$ cat src/hdl/swco_pkg.sv
// swco_pkg: payload structs, scan control struct and fixed widths for the
// sliding window clock offset unit. No dependencies.
`default_nettype none

package swco_pkg;

    localparam int TIME_W = 63;
    localparam int DIFF_W = 64;
    localparam int CFG_W  = 7;
    localparam int FILL_W = 7;

    localparam logic [CFG_W-1:0] WIN_RESET = 7'd64;

    typedef struct packed {
        logic [TIME_W-1:0] local_time;
        logic [TIME_W-1:0] remote_time;
    } t_swco_in;

    typedef struct packed {
        logic signed [DIFF_W-1:0] offset_estimate;
        logic [DIFF_W-1:0]        jitter_spread;
        logic [FILL_W-1:0]        fill_level;
    } t_swco_out;

    // one read beat of the window scan
    typedef struct packed {
        logic vld;
        logic first;
    } t_scan_ctl;

endpackage

`default_nettype wire

$ cat src/hdl/swco_ring.sv
// swco_ring: difference ring storage, one write port and one registered
// read port. Uses swco_pkg for the data width.
`default_nettype none

module swco_ring
    import swco_pkg::*;
#(
    parameter int DEPTH = 64,
    parameter int AW    = 6
) (
    input  wire logic              i_clk,
    input  wire logic              i_we,
    input  wire logic [AW-1:0]     i_waddr,
    input  wire logic [DIFF_W-1:0] i_wdata,
    input  wire logic              i_re,
    input  wire logic [AW-1:0]     i_raddr,
    output logic      [DIFF_W-1:0] o_rdata
);

    logic [DIFF_W-1:0] r_mem [DEPTH];

    always_ff @(posedge i_clk) begin
        if (i_we) begin
            r_mem[i_waddr] <= i_wdata;
        end
    end

    always_ff @(posedge i_clk) begin
        if (i_re) begin
            o_rdata <= r_mem[i_raddr];
        end
    end

endmodule

`default_nettype wire

$ cat config.mk
export PLATFORM = sky130hd
export DESIGN_NAME = swco_ring
export DESIGN_NICKNAME = d
export VERILOG_FILES = /design/src/hdl/swco_pkg.sv /design/src/hdl/swco_ring.sv
export SDC_FILE = /design/constraint.sdc
export NUM_CORES = 2
export LEC_CHECK = 0
export ABC_CLOCK_PERIOD_IN_PS = 7100
export BUFFER_PORTS_ARGS = -buffer_cell sky130_fd_sc_hd__buf_2
export CAP_MARGIN = 0
export CORE_AREA = 10 10 536 538
export CTS_CLUSTER_SIZE = 24
export DETAILED_ROUTE_END_ITERATION = 12
export DIE_AREA = 0 0 546 548
export PLACE_DENSITY = 0.76
export SYNTH_ARGS = -nofsm -noshare
export SYNTH_HDL_FRONTEND = slang
export SYNTH_SLANG_ARGS = --single-unit
$ cat constraint.sdc
create_clock -name i_clk -period 7.1 [get_ports i_clk]
set_input_delay 1.42 -clock i_clk [delete_from_list [all_inputs] [get_ports i_clk]]
set_output_delay 1.42 -clock i_clk [all_outputs]
set_load 0.005 [all_outputs]
==> results_dict.tcl <==
set metrics [dict create \
    drtAntennaViolNets 0 \
    ios 143 \
    drt-total-wl_um 440000 \
    grt_usage 0.289 \
    cp.arrival_ns 4.62 \
    synth_cells 6598 \
    synth_seq_area_share 0.796 \
    power.density_mw_per_mm2 287 \
    die_h_um 548 \
    h-tree-depth 5 \
    drtPass1Iterations 6 \
    final_common_cell "edfxtp_1" \
    place_hpwl_um 215000 \
    fmax_mhz 252 \
    cts_setup_buffers 0 \
    layout.cells.non_filler 11003 \
    wl_met3_um 56900 \
    r2r_cells 5 \
    ff_latch_area_mm2 0.125 \
    period_needed_ns 3.96 \
    rows 193 \
    drv_slew 0 \
    slew_headroom 0.0918 \
    clock-sinks 4160 \
    synth_nets 6677 \
    dieWidth_um 546 \
    post_drt_wl_per_cell_um 39.9 \
    synthToLayoutAreaGrowth_pct 12.1 \
    initial_core_util 0.569 \
    drc 0 \
    whs_path_depth 4 \
    worst_setup_path_start_kind "input pin" \
    grt_pass1_wl_um 616000 \
    cts_tree "done" \
    num-fill-cells 16820 \
    cts-root-buf "clkbuf_16" \
    rsz0062_at_grt "no" \
    yosys_warnings 0 \
    grt_max_degree 112 \
    drt-met1-wl_um 146000 \
    synth_largest_area_cell "edfxtp_1" \
    finalNetCount 7038 \
    skew_ns 0.0463 \
    clk_path_buf_depth 4 \
    critPathMaxFanout 78 \
    layout_common_cells "edfxtp_1 (4160), mux4_2 (1024), clkbuf_16 (403), a22oi_1 (168), buf_4 (139)" \
    numPortBuffers 142 \
    crit_type "in -> reg" \
    status "finished, final reports clean" \
    hold_buffers 0 \
    syn_area_mm2 0.157 \
    die_area_mm2 0.299 \
    timing_hold_violations_final 0 \
    wl_met2_um 209000 \
    top_layer_used "met5" \
    grt-ovfl-total 0 \
    p_leak_nw 54.6 \
    setup_tns_ns 0 \
    endpoint_kind "flop" \
    cts_resized 0 \
    viasPerCell 7.20 \
    cp.required_ns 7.75 \
    avgSynthCellArea_um2 23.8 \
    cts_buffers 394 \
    yosysUniqueCellTypes 32 \
    multi_input_area_mm2 0.0308 \
    drt_iter0_markers 12881 \
    cap_viol_max_count 0 \
    via_count 79269 \
    fin_crit_sh 0.558 \
    core_mm2 0.276 \
    finalPower_mw 50.5 \
    drive_gt1_frac 0.277 \
    min_path_type "reg -> reg" \
    grt_pass1_vias 80137 \
    setup_violations 0 \
    yosys-top-cells-area "edfxtp_1 (80%), mux4_2 (15%), mux2i_1 (0.86%)" \
    insertion_delay_ns 0.92 \
    dpl.cell_count 10268 \
    clk_pin_slew_ns 0.06 \
    worstMarginPinSlew_ns 1.36 \
    vdd_drop_max_mv 0.295 \
    grt_antenna_before_repair 42 \
    gp_congestion 0.811 \
    yosys_register_bits 4160 \
    yosysTopAreaCellShare 0.796 \
    final_util 0.637 \
]
## through the flow
step / area [um^2] / hold slack, ns / worst slack (ns)
6_report: 176000 / 0.929 / 3.14
5_1_grt: 176000 / 0.973 / 3.00
4_1_cts: 176000 / 0.932 / 3.26
3_5_place_dp: 163000 / 0.912 / 2.33
3_3_place_gp: 163000 / 0.902 / 2.34
2_1_floorplan: 157000 / 0.865 / 0.244
## registers in the layout (all words and copies together) (netlist names)
signal   flops
r_mem     4096
o_rdata     64
## cell usage after synthesis, drive strengths merged
library cell	count
a211oi	63
buf	230
a2bb2oi	19
mux2i	135
inv	19
nor2b	28
and2	3
nand4b	1
o221ai	38
or3	29
nand3b	2
a31o	1
nand2	58
a22o	88
clkbuf	140
o22ai	83
nand3	45
a22oi	168
and3	64
nand2b	11
a41oi	26
or2	28
nor3	2
mux4	1024
edfxtp	4160
a31oi	18
or3b	1
nor2	112
nand4	2
## per-layer routing
| layer | global-route usage | vias to the layer above |
|---|---|---|
| li1 | - | 29255 |
| met1 | 0.380 | 41530 |
| met2 | 0.449 | 7142 |
| met3 | 0.0748 | 1326 |
| met4 | 0.156 | 16 |
| met5 | 0 | - |
## where the power goes
part | total (mW) | switching, mW | internal (mW)
clock | 20.8 | 9.09 | 11.7
combinational | 2.27 | 1.44 | 0.831
sequential | 27.4 | 0.122 | 27.3
## path summary, 6_finish.rpt
| path | startpoint | slack, ns | to |
|---|---|---|---|
| hold reg to reg | r_mem[45][50] | 0.93 | o_rdata[50] |
| hold / removal | r_mem[45][50] | 0.93 | o_rdata[50] |
| setup reg to reg | r_mem[10][62] | 4.94 | o_rdata[62] |
| setup / recovery | i_raddr[3] | 3.14 | o_rdata[3] |
## critical path, cell delays in order
cell      delay (ns)
buf_2           0.44
nor2b_4         0.27
buf_12          0.48
buf_4           0.96
a22oi_1         0.21
and3_1          0.26
a211oi_1        0.48
## final cells by class
cell class	instances	share of cell area
antenna	26	0.000370
clock buffer	471	0.0588
clock inverter	238	0.0128
inverter	19	0.000405
multi-input combinational	2049	0.175
sequential	4160	0.710
tap	3705	0.0263
timing repair buffer	335	0.0164
## logic make-up after synthesis
family,after synthesis,share of synthesized area
DFF,4160,0.796
buffers and inverters,389,0.0118
and+or+nand+nor,386,0.0123
muxes,1159,0.156
AOI/OAI and AO/OA,504,0.0247
(Power assumes the default switching activity.)
