[src/hdl/swco_pkg.sv]
// swco_pkg: payload structs, scan control struct and fixed widths for the
// sliding window clock offset unit. No dependencies.
`default_nettype none

package swco_pkg;

    localparam int TIME_W = 63;
    localparam int DIFF_W = 64;
    localparam int CFG_W  = 7;
    localparam int FILL_W = 7;

    localparam logic [CFG_W-1:0] WIN_RESET = 7'd64;

    typedef struct packed {
        logic [TIME_W-1:0] local_time;
        logic [TIME_W-1:0] remote_time;
    } t_swco_in;

    typedef struct packed {
        logic signed [DIFF_W-1:0] offset_estimate;
        logic [DIFF_W-1:0]        jitter_spread;
        logic [FILL_W-1:0]        fill_level;
    } t_swco_out;

    // one read beat of the window scan
    typedef struct packed {
        logic vld;
        logic first;
    } t_scan_ctl;

endpackage

`default_nettype wire

[src/hdl/swco_minmax.sv]
// swco_minmax: running signed minimum and maximum over the scanned window
// entries, one entry per cycle. Uses swco_pkg for t_scan_ctl and widths.
`default_nettype none

module swco_minmax
    import swco_pkg::*;
(
    input  wire logic              i_clk,
    input  wire t_scan_ctl         i_ctl,
    input  wire logic [DIFF_W-1:0] i_data,
    output logic      [DIFF_W-1:0] o_lo,
    output logic      [DIFF_W-1:0] o_hi
);

    logic lt_lo;
    logic gt_hi;

    assign lt_lo = $signed(i_data) < $signed(o_lo);
    assign gt_hi = $signed(i_data) > $signed(o_hi);

    always_ff @(posedge i_clk) begin
        if (i_ctl.vld) begin
            if (i_ctl.first || lt_lo) begin
                o_lo <= i_data;
            end
            if (i_ctl.first || gt_hi) begin
                o_hi <= i_data;
            end
        end
    end

endmodule

`default_nettype wire

[config.mk]
export PLATFORM = sky130hd
export DESIGN_NAME = swco_minmax
export DESIGN_NICKNAME = d
export VERILOG_FILES = /design/src/hdl/swco_pkg.sv /design/src/hdl/swco_minmax.sv
export SDC_FILE = /design/constraint.sdc
export NUM_CORES = 1
export LEC_CHECK = 0
export BUFFER_PORTS_ARGS = -buffer_cell sky130_fd_sc_hd__buf_2
export CAP_MARGIN = 20
export CORE_ASPECT_RATIO = 1.25
export CORE_UTILIZATION = 53
export CTS_CLUSTER_SIZE = 20
export DETAILED_ROUTE_END_ITERATION = 16
export PLACE_DENSITY = 0.85
export SYNTH_ARGS = -nofsm -noshare
export SYNTH_HDL_FRONTEND = slang
export SYNTH_SLANG_ARGS = --single-unit
[constraint.sdc]
create_clock -name i_clk -period 10.9 [get_ports i_clk]
set_clock_uncertainty 0.05 [all_clocks]
set_input_delay 2.18 -clock i_clk [delete_from_list [all_inputs] [get_ports i_clk]]
set_output_delay 2.18 -clock i_clk [all_outputs]
set_load 0.02 [all_outputs]
==> results of run 1 <==
## metal layers
metal | GRT usage [%] | share of wire [%]
met5 | 0 | 0
met3 | 4.81 | 5.7
met2 | 45.4 | 52
met4 | 9.94 | 2.3
met1 | 28.5 | 40
## worst reg2reg max path, stage by stage (launching register included)
cell and delay, ns:
sky130_fd_sc_hd__edfxtp_1 0.38, sky130_fd_sc_hd__inv_1 0.06, sky130_fd_sc_hd__ha_1 0.35, sky130_fd_sc_hd__nand4_1 0.12, sky130_fd_sc_hd__nor4_1 0.56, sky130_fd_sc_hd__nand4_1 0.20
sky130_fd_sc_hd__nor2b_1 0.18, sky130_fd_sc_hd__a21oi_1 0.17, sky130_fd_sc_hd__or4_1 0.15, sky130_fd_sc_hd__o21a_4 0.76
## cells in the mapped netlist
library cell	n
sky130_fd_sc_hd__a2111oi_0	1
sky130_fd_sc_hd__nand2b_1	2
sky130_fd_sc_hd__edfxtp_1	128
sky130_fd_sc_hd__nor3_1	7
sky130_fd_sc_hd__or4_1	1
sky130_fd_sc_hd__a221oi_1	2
sky130_fd_sc_hd__o21ai_0	22
sky130_fd_sc_hd__and3_1	1
sky130_fd_sc_hd__nor2_1	10
sky130_fd_sc_hd__nand3_1	9
sky130_fd_sc_hd__a21oi_1	43
sky130_fd_sc_hd__and4_1	1
sky130_fd_sc_hd__and4b_1	1
sky130_fd_sc_hd__nor4_1	5
sky130_fd_sc_hd__nand2_1	22
sky130_fd_sc_hd__a311oi_1	1
sky130_fd_sc_hd__nor2b_1	4
sky130_fd_sc_hd__o21a_1	4
sky130_fd_sc_hd__a221o_1	2
sky130_fd_sc_hd__o41ai_1	1
sky130_fd_sc_hd__inv_1	132
sky130_fd_sc_hd__o21bai_1	1
sky130_fd_sc_hd__a31oi_1	1
sky130_fd_sc_hd__o31a_1	1
sky130_fd_sc_hd__a211oi_1	7
sky130_fd_sc_hd__nand4_1	29
sky130_fd_sc_hd__a21o_1	17
sky130_fd_sc_hd__a211o_1	1
sky130_fd_sc_hd__ha_1	127
sky130_fd_sc_hd__a21boi_0	1
sky130_fd_sc_hd__o22ai_1	1
sky130_fd_sc_hd__a221oi_2	1
## worst max-delay path by stage
stage	slack (ns)	depth (start not counted)	end	from
after floorplan	2.02	8	o_lo[0]$_DFFE_PP_	i_data[44]
after global placement	5.72	9	o_hi[54]$_DFFE_PP_	i_data[63]
after detailed placement	5.56	9	o_hi[22]$_DFFE_PP_	i_data[63]
after CTS	5.99	9	o_hi[8]$_DFFE_PP_	i_data[63]
after global routing	5.73	9	o_hi[46]$_DFFE_PP_	i_data[63]
final	6.05	9	o_hi[9]$_DFFE_PP_	i_data[63]
## cell type report
type / instances / area, µm²
well taps: 168 / 210
clock buffers: 17 / 425
flip-flops and latches: 128 / 3840
repair buffers: 196 / 986
clock inverters: 15 / 168
multi-input cells: 326 / 2750
fillers: 932 / 3960
inverters: 132 / 495
## power by group through the flow
stage	sequential, mW	clock (mW)	combinational, mW
after global routing	0.621	0.594	0.309
after CTS	0.617	0.576	0.279
after global placement	0.625	0	0.267
after detailed placement	0.627	0	0.276
after floorplan	0.679	0	0.120
final	0.617	0.572	0.277
## state kept, by name, summed over array words and instances (netlist names)
| name | flops |
|---|---|
| o_hi | 64 |
| o_lo | 64 |
## kinds of logic (layout without fill, tap and decap cells)
| logic type | count (synthesis) | after routing | share of synthesized area (%) |
|---|---|---|---|
| AO/OA/AOI/OAI | 107 | 107 | 9.33 |
| buffers and inverters | 132 | 360 | 7.01 |
| AND/OR/NAND/NOR | 92 | 92 | 6.83 |
| flip-flops | 128 | 128 | 54.4 |
| adder cells (fa/ha/maj) | 127 | 127 | 22.5 |
## metrics by stage
stage	instances	utilization (%)
floorplan	586	-
global placement	950	64.6
detailed placement	950	64.6
CTS	982	69.2
global route	982	69.2
finish	982	69.2
## layout by cell type (no fill, tap or decap), types with 2 or more instances in the layout
master                      count
sky130_fd_sc_hd__a221o_1        2
sky130_fd_sc_hd__nor4_1         5
sky130_fd_sc_hd__nand4_1       29
sky130_fd_sc_hd__inv_1        132
sky130_fd_sc_hd__clkinv_4       3
sky130_fd_sc_hd__inv_6          2
sky130_fd_sc_hd__nand2_1       22
sky130_fd_sc_hd__nand3_1        9
sky130_fd_sc_hd__a211oi_1       6
sky130_fd_sc_hd__nand2b_1       2
sky130_fd_sc_hd__edfxtp_1     128
sky130_fd_sc_hd__ha_1         127
sky130_fd_sc_hd__o21a_1         3
sky130_fd_sc_hd__o21ai_0       22
sky130_fd_sc_hd__a21o_1        17
sky130_fd_sc_hd__nor2_1        10
sky130_fd_sc_hd__clkbuf_16     17
sky130_fd_sc_hd__clkinv_1       3
sky130_fd_sc_hd__nor2b_1        4
sky130_fd_sc_hd__nor3_1         7
sky130_fd_sc_hd__a221oi_1       2
sky130_fd_sc_hd__a21oi_1       43
sky130_fd_sc_hd__bufinv_16      3
sky130_fd_sc_hd__clkinv_2       3
sky130_fd_sc_hd__buf_2        194
sky130_fd_sc_hd__buf_4          2
==> flow_results.xml, run 1 <==
<?xml version="1.0" encoding="UTF-8"?>
<metrics>
  <group name="min_path">
    <metric name="hp-start" unit="">o_hi[0]$_DFFE_PP_</metric>
    <metric name="whs_path_depth" unit="">5</metric>
    <metric name="hold_path_end" unit="">o_hi[63]$_DFFE_PP_</metric>
    <metric name="worst_hold_path_type" unit="">reg2reg</metric>
  </group>
  <group name="route">
    <metric name="drt_pass1_iterations" unit="">4</metric>
    <metric name="detail_route.vias_per_cell" unit="">5.37</metric>
    <metric name="vias" unit="">5269</metric>
    <metric name="drt_iter0_markers" unit="">193</metric>
    <metric name="antenna_violating_nets_post_route" unit="">0</metric>
    <metric name="drc_errors" unit="">0</metric>
    <metric name="avgRoutedWirePerCell" unit="µm">16.8</metric>
    <metric name="total_wire_length" unit="µm">16500</metric>
  </group>
  <group name="synth">
    <metric name="synth.top_cells.by_area" unit="">sky130_fd_sc_hd__edfxtp_1 (54%), sky130_fd_sc_hd__ha_1 (22%), sky130_fd_sc_hd__inv_1 (7.0%), sky130_fd_sc_hd__a21oi_1 (3.0%), sky130_fd_sc_hd__nand4_1 (2.6%)</metric>
    <metric name="syn_avg_cell_area" unit="µm²">12.1</metric>
    <metric name="synth.largest_area_cell" unit="">sky130_fd_sc_hd__edfxtp_1</metric>
    <metric name="synthDistinctLibCells" unit="">32</metric>
    <metric name="netlist_instances" unit="">586</metric>
    <metric name="ys.warnings.count" unit="">0</metric>
    <metric name="synth_seq_area_share" unit="%">54.4</metric>
    <metric name="post_synth_instance_area" unit="mm²">0.00707</metric>
    <metric name="synth_largest_type_area_fraction" unit="%">54.4</metric>
    <metric name="synth_seq_cells" unit="">128</metric>
    <metric name="synthesized_netlist_net_count" unit="">780</metric>
  </group>
  <group name="layout">
    <metric name="antenna_cells_inserted" unit="">0</metric>
    <metric name="synthToLayoutAreaGrowth" unit="%">25.6</metric>
    <metric name="nets" unit="">995</metric>
    <metric name="finalInstanceArea" unit="mm²">0.00888</metric>
    <metric name="final_layout_size_suffix_gt1_share" unit="%">28.0</metric>
  </group>
  <group name="clocking">
    <metric name="cts_setup_buffers" unit="">0</metric>
    <metric name="cts_buffer_depth" unit="">2</metric>
    <metric name="numCtsBuffers" unit="">17</metric>
    <metric name="clk_transition_reported_paths" unit="ns">0.06</metric>
    <metric name="cts-resized-gates" unit="">0</metric>
    <metric name="cts-root-buf" unit="">sky130_fd_sc_hd__clkbuf_16</metric>
    <metric name="clock_insertion_delay_worst_skew" unit="ns">0.42</metric>
    <metric name="htree_levels" unit="">4</metric>
    <metric name="clock_sinks" unit="">128</metric>
    <metric name="cts_tree" unit="">done</metric>
    <metric name="post_cts_hold_buffer_count" unit="">0</metric>
  </group>
  <group name="flow_run">
    <metric name="max_cap_viol_count" unit="">0</metric>
  </group>
  <group name="place">
    <metric name="buffer_ports.inserted" unit="">194</metric>
    <metric name="post-dp-hpwl" unit="µm">12600</metric>
    <metric name="globalplace.congestion" unit="">0.852</metric>
    <metric name="place_ws" unit="ns">5.56</metric>
    <metric name="placed_cell_area" unit="mm²">0.00829</metric>
  </group>
  <group name="power">
    <metric name="comb_power_share" unit="%">18.9</metric>
    <metric name="p_total" unit="mW">1.47</metric>
    <metric name="pwr-share-seq" unit="%">42.1</metric>
    <metric name="total_switching_power" unit="mW">0.414</metric>
    <metric name="leakagePower" unit="nW">4.39</metric>
    <metric name="worst_ir_drop_vdd" unit="mV">0.105</metric>
    <metric name="power.share.switching" unit="%">28.2</metric>
    <metric name="p_clk_share" unit="%">39.0</metric>
    <metric name="power_report.internal_total" unit="mW">1.05</metric>
    <metric name="pwr_density_cell" unit="mW/mm²">165</metric>
  </group>
  <group name="sta">
    <metric name="final.min_clock_period" unit="ns">4.85</metric>
    <metric name="grt_setup_unrepaired" unit="">false</metric>
    <metric name="post-route-period-util" unit="%">44.5</metric>
    <metric name="maxClockFrequency" unit="MHz">206</metric>
    <metric name="hold_ws" unit="ns">1.41</metric>
    <metric name="finalHoldViolCount" unit="">0</metric>
    <metric name="finalSetupViolations" unit="">0</metric>
    <metric name="max_slew_margin" unit="%">36.3</metric>
    <metric name="drv_slew" unit="">0</metric>
    <metric name="worst_pin_slew" unit="ns">0.956</metric>
    <metric name="setup-tns-final" unit="ns">0</metric>
    <metric name="setup_ws" unit="ns">6.05</metric>
  </group>
  <group name="setup_path">
    <metric name="critPathTopFamily" unit="">simple AND/OR/NAND/NOR gates</metric>
    <metric name="r2r_slack" unit="ns">7.51</metric>
    <metric name="cp.arrival" unit="ns">4.84</metric>
    <metric name="worst-endpoint-required" unit="ns">10.88</metric>
    <metric name="critPathMaxFanout" unit="">64</metric>
    <metric name="timing.critical_path.slowest_cell_delay" unit="ns">0.76</metric>
    <metric name="setup.worst_path.end_class" unit="">register</metric>
    <metric name="rr_worst_depth" unit="">9</metric>
    <metric name="critical_path_buf_inv_count" unit="">1</metric>
    <metric name="timing.critical_path.from_type" unit="">input port</metric>
    <metric name="r2r_end" unit="">o_hi[9]$_DFFE_PP_</metric>
    <metric name="crit_path_frequent_cell" unit="">sky130_fd_sc_hd__nand4_1</metric>
    <metric name="rr_startpoint" unit="">o_hi[63]$_DFFE_PP_</metric>
    <metric name="worstPathCellList" unit="">buf_2 &gt; ha_1 &gt; nand4_1 &gt; nor4_1 &gt; nand4_1 &gt; nor2b_1 &gt; a21oi_1 &gt; or4_1 &gt; o21a_4</metric>
    <metric name="path_class" unit="">in2reg</metric>
    <metric name="worst_path_max_delay_cell" unit="">sky130_fd_sc_hd__o21a_4</metric>
  </group>
  <group name="global_route">
    <metric name="antenna_found_initial" unit="">0</metric>
    <metric name="grt_overflow" unit="">0</metric>
    <metric name="grt_max_degree" unit="">65</metric>
    <metric name="grt_first_pass_wirelength" unit="µm">26700</metric>
    <metric name="grt.total_usage" unit="%">25.0</metric>
    <metric name="first_global_vias" unit="">5437</metric>
  </group>
  <group name="status">
    <metric name="status" unit="">finished, final reports clean</metric>
  </group>
  <group name="floorplanning">
    <metric name="design.die.area" unit="mm²">0.0138</metric>
    <metric name="std_cell_rows" unit="">46</metric>
    <metric name="chipHeight" unit="µm">131</metric>
    <metric name="fp.coreArea" unit="mm²">0.0128</metric>
    <metric name="floorplan.initialDensity" unit="%">55.1</metric>
    <metric name="die_width" unit="µm">105</metric>
    <metric name="design.portCount" unit="">195</metric>
  </group>
</metrics>
Note: power is estimated with default switching activity, not from simulation.
==> run 2: changes to the inputs <==
clock period = 4.7 ns   (was 10.9 ns; I/O delays follow)
==> run 2 against run 1 <==
Effect of this change:
- non-clock buffer count up 1
- via count rose by 0.42%
- wire length increased by 1.1%
- largest cell class unchanged
- largest power group unchanged
==> flow_results.xml, run 2 (synthesis gave the netlist of run 1 again) <==
<?xml version="1.0" encoding="UTF-8"?>
<metrics>
  <group name="status">
    <metric name="status" unit="">finished, final reports clean</metric>
  </group>
  <group name="floorplanning">
    <metric name="design.portCount" unit="">195</metric>
    <metric name="std_cell_rows" unit="">46</metric>
    <metric name="die_width" unit="µm">105</metric>
    <metric name="chipHeight" unit="µm">131</metric>
    <metric name="floorplan.initialDensity" unit="%">55.1</metric>
    <metric name="fp.coreArea" unit="mm²">0.0128</metric>
    <metric name="design.die.area" unit="mm²">0.0138</metric>
  </group>
  <group name="route">
    <metric name="drc_errors" unit="">0</metric>
    <metric name="antenna_violating_nets_post_route" unit="">0</metric>
    <metric name="drt_pass1_iterations" unit="">6</metric>
    <metric name="vias" unit="">5291</metric>
    <metric name="detail_route.vias_per_cell" unit="">5.38</metric>
    <metric name="total_wire_length" unit="µm">16700</metric>
    <metric name="drt_iter0_markers" unit="">217</metric>
    <metric name="avgRoutedWirePerCell" unit="µm">17.0</metric>
  </group>
  <group name="sta">
    <metric name="max_slew_margin" unit="%">59.6</metric>
    <metric name="finalSetupViolations" unit="">0</metric>
    <metric name="finalHoldViolCount" unit="">0</metric>
    <metric name="worst_pin_slew" unit="ns">0.605</metric>
    <metric name="drv_slew" unit="">0</metric>
    <metric name="post-route-period-util" unit="%">77.2</metric>
    <metric name="final.min_clock_period" unit="ns">3.63</metric>
    <metric name="setup-tns-final" unit="ns">0</metric>
    <metric name="grt_setup_unrepaired" unit="">false</metric>
    <metric name="maxClockFrequency" unit="MHz">276</metric>
  </group>
  <group name="layout">
    <metric name="final-seq-area" unit="mm²">0.00384</metric>
    <metric name="antenna_cells_inserted" unit="">0</metric>
    <metric name="multi_input_comb_area" unit="mm²">0.00275</metric>
    <metric name="layout.cells.most_common" unit="">sky130_fd_sc_hd__buf_2</metric>
    <metric name="fillers" unit="">929</metric>
    <metric name="nets" unit="">996</metric>
    <metric name="final_layout_size_suffix_gt1_share" unit="%">28.3</metric>
    <metric name="synthToLayoutAreaGrowth" unit="%">26.1</metric>
    <metric name="leading_cell_types_in_the_layout_fill_and_taps_excluded" unit="">sky130_fd_sc_hd__buf_2 (194), sky130_fd_sc_hd__inv_1 (132), sky130_fd_sc_hd__edfxtp_1 (128), sky130_fd_sc_hd__ha_1 (127), sky130_fd_sc_hd__a21oi_1 (43)</metric>
    <metric name="largestRegisters" unit="">o_hi (64), o_lo (64)</metric>
    <metric name="final_core_util" unit="%">69.5</metric>
  </group>
  <group name="clocking">
    <metric name="cts_buffer_depth" unit="">2</metric>
    <metric name="cts-root-buf" unit="">sky130_fd_sc_hd__clkbuf_16</metric>
    <metric name="post_cts_hold_buffer_count" unit="">0</metric>
    <metric name="clk_transition_reported_paths" unit="ns">0.06</metric>
    <metric name="numCtsBuffers" unit="">17</metric>
    <metric name="htree_levels" unit="">4</metric>
    <metric name="clock_sinks" unit="">128</metric>
    <metric name="cts_setup_buffers" unit="">0</metric>
    <metric name="clock_insertion_delay_worst_skew" unit="ns">0.41</metric>
    <metric name="cts_tree" unit="">done</metric>
    <metric name="cts-resized-gates" unit="">0</metric>
  </group>
  <group name="global_route">
    <metric name="grt.total_usage" unit="%">25.4</metric>
    <metric name="grt_first_pass_wirelength" unit="µm">27000</metric>
    <metric name="first_global_vias" unit="">5542</metric>
    <metric name="antenna_found_initial" unit="">0</metric>
    <metric name="grt_max_degree" unit="">43</metric>
    <metric name="grt_overflow" unit="">0</metric>
  </group>
  <group name="power">
    <metric name="leakagePower" unit="nW">4.39</metric>
    <metric name="pwr_density_cell" unit="mW/mm²">385</metric>
    <metric name="worst_ir_drop_vdd" unit="mV">0.212</metric>
  </group>
  <group name="setup_path">
    <metric name="timing.critical_path.from_type" unit="">input port</metric>
    <metric name="cp.arrival" unit="ns">3.62</metric>
    <metric name="worst-endpoint-required" unit="ns">4.69</metric>
    <metric name="path_class" unit="">in2reg</metric>
    <metric name="setup.worst_path.end_class" unit="">register</metric>
    <metric name="critPathMaxFanout" unit="">42</metric>
  </group>
  <group name="place">
    <metric name="globalplace.congestion" unit="">0.867</metric>
    <metric name="post-dp-hpwl" unit="µm">13000</metric>
    <metric name="buffer_ports.inserted" unit="">194</metric>
  </group>
  <group name="flow_run">
    <metric name="max_cap_viol_count" unit="">0</metric>
  </group>
  <group name="min_path">
    <metric name="worst_hold_path_type" unit="">in2reg</metric>
  </group>
</metrics>
-- run 2: changes by cell type in the layout (fill, tap and decap cells not counted), sizes merged --
| cell | change |
|---|---|
| clkinv | -4 |
| buf | +1 |
| inv | +1 |
| clkinvlp | +3 |
-- run 2: final cells by class --
cell class	count	area share, %
tap	168	2.36
clock inverter	15	2.08
clock buffer	17	4.77
timing repair buffer	197	11.3
multi-input combinational	326	30.9
inverter	132	5.56
sequential	128	43.1
-- run 2: power by group --
| group | switching [mW] | internal (mW) |
|---|---|---|
| clock network | 0.510 | 0.840 |
| logic | 0.420 | 0.231 |
| registers | 0.0478 | 1.38 |
| total | 0.978 | 2.45 |
-- run 2: per-stage QoR --
step	area, µm²	hold WS, ns	cells	power (mW)	worst slack, ns
after global placement	8310	1.10	951	2.08	0.761
after CTS	8920	0.678	983	3.45	1.07
after floorplan	7080	0.989	586	1.85	0.160
after detailed placement	8310	1.10	951	2.10	0.659
final	8920	0.690	983	3.43	1.07
after global routing	8920	0.684	983	3.58	0.903
-- run 2: worst max-delay path: stages --
cell                       delay, ns
sky130_fd_sc_hd__buf_2          0.13
sky130_fd_sc_hd__ha_1           0.32
sky130_fd_sc_hd__a21o_1         0.19
sky130_fd_sc_hd__a21o_1         0.17
sky130_fd_sc_hd__a221oi_1       0.49
sky130_fd_sc_hd__o21ai_0        0.25
sky130_fd_sc_hd__nand4_1        0.18
sky130_fd_sc_hd__a311oi_1       0.10
sky130_fd_sc_hd__a211oi_4       0.28
sky130_fd_sc_hd__buf_4          0.55
-- run 2: metal layers --
metal	vias up	share of wire [%]	track usage (%)
met2	170	53	45.8
met4	0	2.1	9.15
met3	26	4.3	5.06
li1	2571	-	-
met5	-	0	0
met1	2524	41	29.6
-- run 2: final timing paths --
kind / startpoint / endpoint / slack [ns] / cells past startpoint
min: i_data[0] / o_lo[0]$_DFFE_PP_ / 0.69 / 1
max reg2reg: o_lo[37]$_DFFE_PP_ / o_lo[19]$_DFFE_PP_ / 1.35 / 10
min reg2reg: o_hi[0]$_DFFE_PP_ / o_hi[61]$_DFFE_PP_ / 1.25 / 5
max: i_data[37] / o_lo[19]$_DFFE_PP_ / 1.07 / 10
==> run 3: changes to the inputs <==
CORE_UTILIZATION = 48   (was 53)
PLACE_DENSITY = 0.81   (was 0.85)
clock period = 3 ns   (was 4.7 ns; I/O delays follow)
==> run 3 against run 2 <==
Effect of this change:
- worst hold slack lost 0.35 ns
- first-iteration DRC count grew 32%
- die area grew 10%
- setup slack lost 0.90 ns
- via count grew 2.7%
- utilization shrank 4.9 points
- critical endpoint is now o_hi[46]$_DFFE_PP_
==> flow_results.xml, run 3 (synthesis gave the netlist of run 1 again) <==
<?xml version="1.0" encoding="UTF-8"?>
<metrics>
  <group name="layout">
    <metric name="synthToLayoutAreaGrowth" unit="%">31.7</metric>
    <metric name="largestRegisters" unit="">o_hi (64), o_lo (64)</metric>
    <metric name="finalInstanceArea" unit="mm²">0.00931</metric>
    <metric name="leading_cell_types_in_the_layout_fill_and_taps_excluded" unit="">sky130_fd_sc_hd__buf_2 (194), sky130_fd_sc_hd__inv_1 (131), sky130_fd_sc_hd__edfxtp_1 (128), sky130_fd_sc_hd__ha_1 (124), sky130_fd_sc_hd__a21oi_1 (42)</metric>
    <metric name="nets" unit="">1037</metric>
    <metric name="final_layout_size_suffix_gt1_share" unit="%">32.8</metric>
    <metric name="fillers" unit="">1102</metric>
    <metric name="layout.cells.most_common" unit="">sky130_fd_sc_hd__buf_2</metric>
  </group>
  <group name="route">
    <metric name="avgRoutedWirePerCell" unit="µm">16.3</metric>
    <metric name="detail_route.vias_per_cell" unit="">5.25</metric>
    <metric name="routed-wl-met3" unit="µm">766</metric>
    <metric name="met2_length" unit="µm">8610</metric>
    <metric name="total_wire_length" unit="µm">16900</metric>
    <metric name="drt_iter0_markers" unit="">286</metric>
    <metric name="antenna_violating_nets_post_route" unit="">0</metric>
    <metric name="drc_errors" unit="">0</metric>
    <metric name="vias" unit="">5434</metric>
    <metric name="route.layer.met1.wl" unit="µm">6950</metric>
    <metric name="topRoutingLayerUsed" unit="">met4</metric>
    <metric name="drt_pass1_iterations" unit="">5</metric>
  </group>
  <group name="sta">
    <metric name="maxClockFrequency" unit="MHz">353</metric>
    <metric name="grt_setup_unrepaired" unit="">false</metric>
    <metric name="hold_ws" unit="ns">0.341</metric>
    <metric name="worst_pin_slew" unit="ns">0.444</metric>
    <metric name="finalHoldViolCount" unit="">0</metric>
    <metric name="setup-tns-final" unit="ns">0</metric>
    <metric name="final.min_clock_period" unit="ns">2.83</metric>
    <metric name="drv_slew" unit="">0</metric>
    <metric name="finalSetupViolations" unit="">0</metric>
    <metric name="max_slew_margin" unit="%">70.2</metric>
    <metric name="post-route-period-util" unit="%">94.3</metric>
  </group>
  <group name="clocking">
    <metric name="post_cts_hold_buffer_count" unit="">0</metric>
    <metric name="clk_transition_reported_paths" unit="ns">0.06</metric>
    <metric name="clock_insertion_delay_worst_skew" unit="ns">0.42</metric>
    <metric name="cts-root-buf" unit="">sky130_fd_sc_hd__clkbuf_16</metric>
    <metric name="cts_setup_buffers" unit="">0</metric>
    <metric name="cts-resized-gates" unit="">0</metric>
    <metric name="numCtsBuffers" unit="">17</metric>
    <metric name="htree_levels" unit="">4</metric>
    <metric name="cts_tree" unit="">done</metric>
    <metric name="cts_buffer_depth" unit="">2</metric>
    <metric name="clock_sinks" unit="">128</metric>
  </group>
  <group name="floorplanning">
    <metric name="design.die.area" unit="mm²">0.0152</metric>
    <metric name="std_cell_rows" unit="">49</metric>
    <metric name="design.portCount" unit="">195</metric>
    <metric name="fp.coreArea" unit="mm²">0.0144</metric>
    <metric name="floorplan.initialDensity" unit="%">49.1</metric>
    <metric name="die_width" unit="µm">111</metric>
    <metric name="chipHeight" unit="µm">138</metric>
  </group>
  <group name="setup_path">
    <metric name="setup.worst_path.end_class" unit="">register</metric>
    <metric name="path_class" unit="">reg2reg</metric>
    <metric name="cp.arrival" unit="ns">2.95</metric>
    <metric name="worst-endpoint-required" unit="ns">3.12</metric>
    <metric name="critPathMaxFanout" unit="">28</metric>
    <metric name="timing.critical_path.from_type" unit="">register</metric>
  </group>
  <group name="global_route">
    <metric name="antenna_found_initial" unit="">2</metric>
    <metric name="first_global_vias" unit="">5444</metric>
    <metric name="grt.total_usage" unit="%">22.7</metric>
    <metric name="grt_overflow" unit="">0</metric>
    <metric name="grt_first_pass_wirelength" unit="µm">26400</metric>
    <metric name="grt_max_degree" unit="">46</metric>
  </group>
  <group name="power">
    <metric name="worst_ir_drop_vdd" unit="mV">0.403</metric>
    <metric name="pwr_density_cell" unit="mW/mm²">574</metric>
    <metric name="p_total" unit="mW">5.35</metric>
    <metric name="leakagePower" unit="nW">4.59</metric>
  </group>
  <group name="place">
    <metric name="buffer_ports.inserted" unit="">194</metric>
    <metric name="placed_cell_area" unit="mm²">0.00872</metric>
    <metric name="post-dp-hpwl" unit="µm">13200</metric>
    <metric name="globalplace.congestion" unit="">0.816</metric>
  </group>
  <group name="status">
    <metric name="status" unit="">finished, final reports clean</metric>
  </group>
  <group name="min_path">
    <metric name="worst_hold_path_type" unit="">in2reg</metric>
  </group>
  <group name="flow_run">
    <metric name="max_cap_viol_count" unit="">0</metric>
  </group>
</metrics>
## run 3: cell types whose count changed in the layout (fill, tap and decap cells not counted), sizes merged
| cell | before | now |
|---|---|---|
| buf | 197 | 238 |
| bufinv | 3 | 2 |
| clkinv | 5 | 8 |
| diode | 0 | 2 |
| inv | 135 | 133 |
## run 3: where the power goes
group / switching [mW] / internal (mW) / leakage, nW
clock: 0.785 / 1.21 / 0.272
sequential: 0.0763 / 2.16 / 1.23
combinational: 0.679 / 0.431 / 3.09
## run 3: through the flow
step,util (%),setup slack (ns),cells
after floorplan,-,-0.979,586
after global placement,60.6,-0.241,1002
after detailed placement,60.6,-0.291,1002
after CTS,64.5,0.0463,1034
after global routing,64.6,0.0187,1036
final,64.6,0.170,1036
## run 3: final cells by class
class / count / area [µm²] / share of cell area [%]
inverter: 132 / 495 / 5.32
multi-input combinational: 326 / 2830 / 30.4
sequential: 128 / 3840 / 41.3
clock buffer: 17 / 425 / 4.57
antenna: 2 / 5.00 / 0.0538
clock inverter: 15 / 145 / 1.56
timing repair buffer: 238 / 1340 / 14.4
tap: 178 / 223 / 2.39
## run 3: worst max-delay path: stages, from the launching register on
cell                       delay [ns]
sky130_fd_sc_hd__edfxtp_1        0.40
sky130_fd_sc_hd__inv_1           0.09
sky130_fd_sc_hd__ha_1            0.24
sky130_fd_sc_hd__a21o_1          0.18
sky130_fd_sc_hd__a21o_1          0.18
sky130_fd_sc_hd__a221oi_2        0.21
sky130_fd_sc_hd__nor2_1          0.06
sky130_fd_sc_hd__o31a_1          0.23
sky130_fd_sc_hd__or4_1           0.52
sky130_fd_sc_hd__o21a_4          0.24
sky130_fd_sc_hd__buf_12          0.17
## run 3: layer usage
| metal | global-route usage, % | up-vias |
|---|---|---|
| li1 | - | 2642 |
| met1 | 26.1 | 2579 |
| met2 | 40.0 | 173 |
| met3 | 4.80 | 40 |
| met4 | 11.9 | 0 |
| met5 | 0 | - |
## run 3: path summary, 6_finish.rpt
| kind | startpoint | to | slack [ns] | cells after the start |
|---|---|---|---|---|
| setup / recovery | o_hi[41]$_DFFE_PP_ | o_hi[46]$_DFFE_PP_ | 0.17 | 10 |
| hold / removal | i_data[17] | o_lo[17]$_DFFE_PP_ | 0.34 | 1 |
| setup reg to reg | o_hi[41]$_DFFE_PP_ | o_hi[46]$_DFFE_PP_ | 0.17 | 10 |
| hold reg to reg | o_hi[0]$_DFFE_PP_ | o_hi[43]$_DFFE_PP_ | 1.28 | 6 |
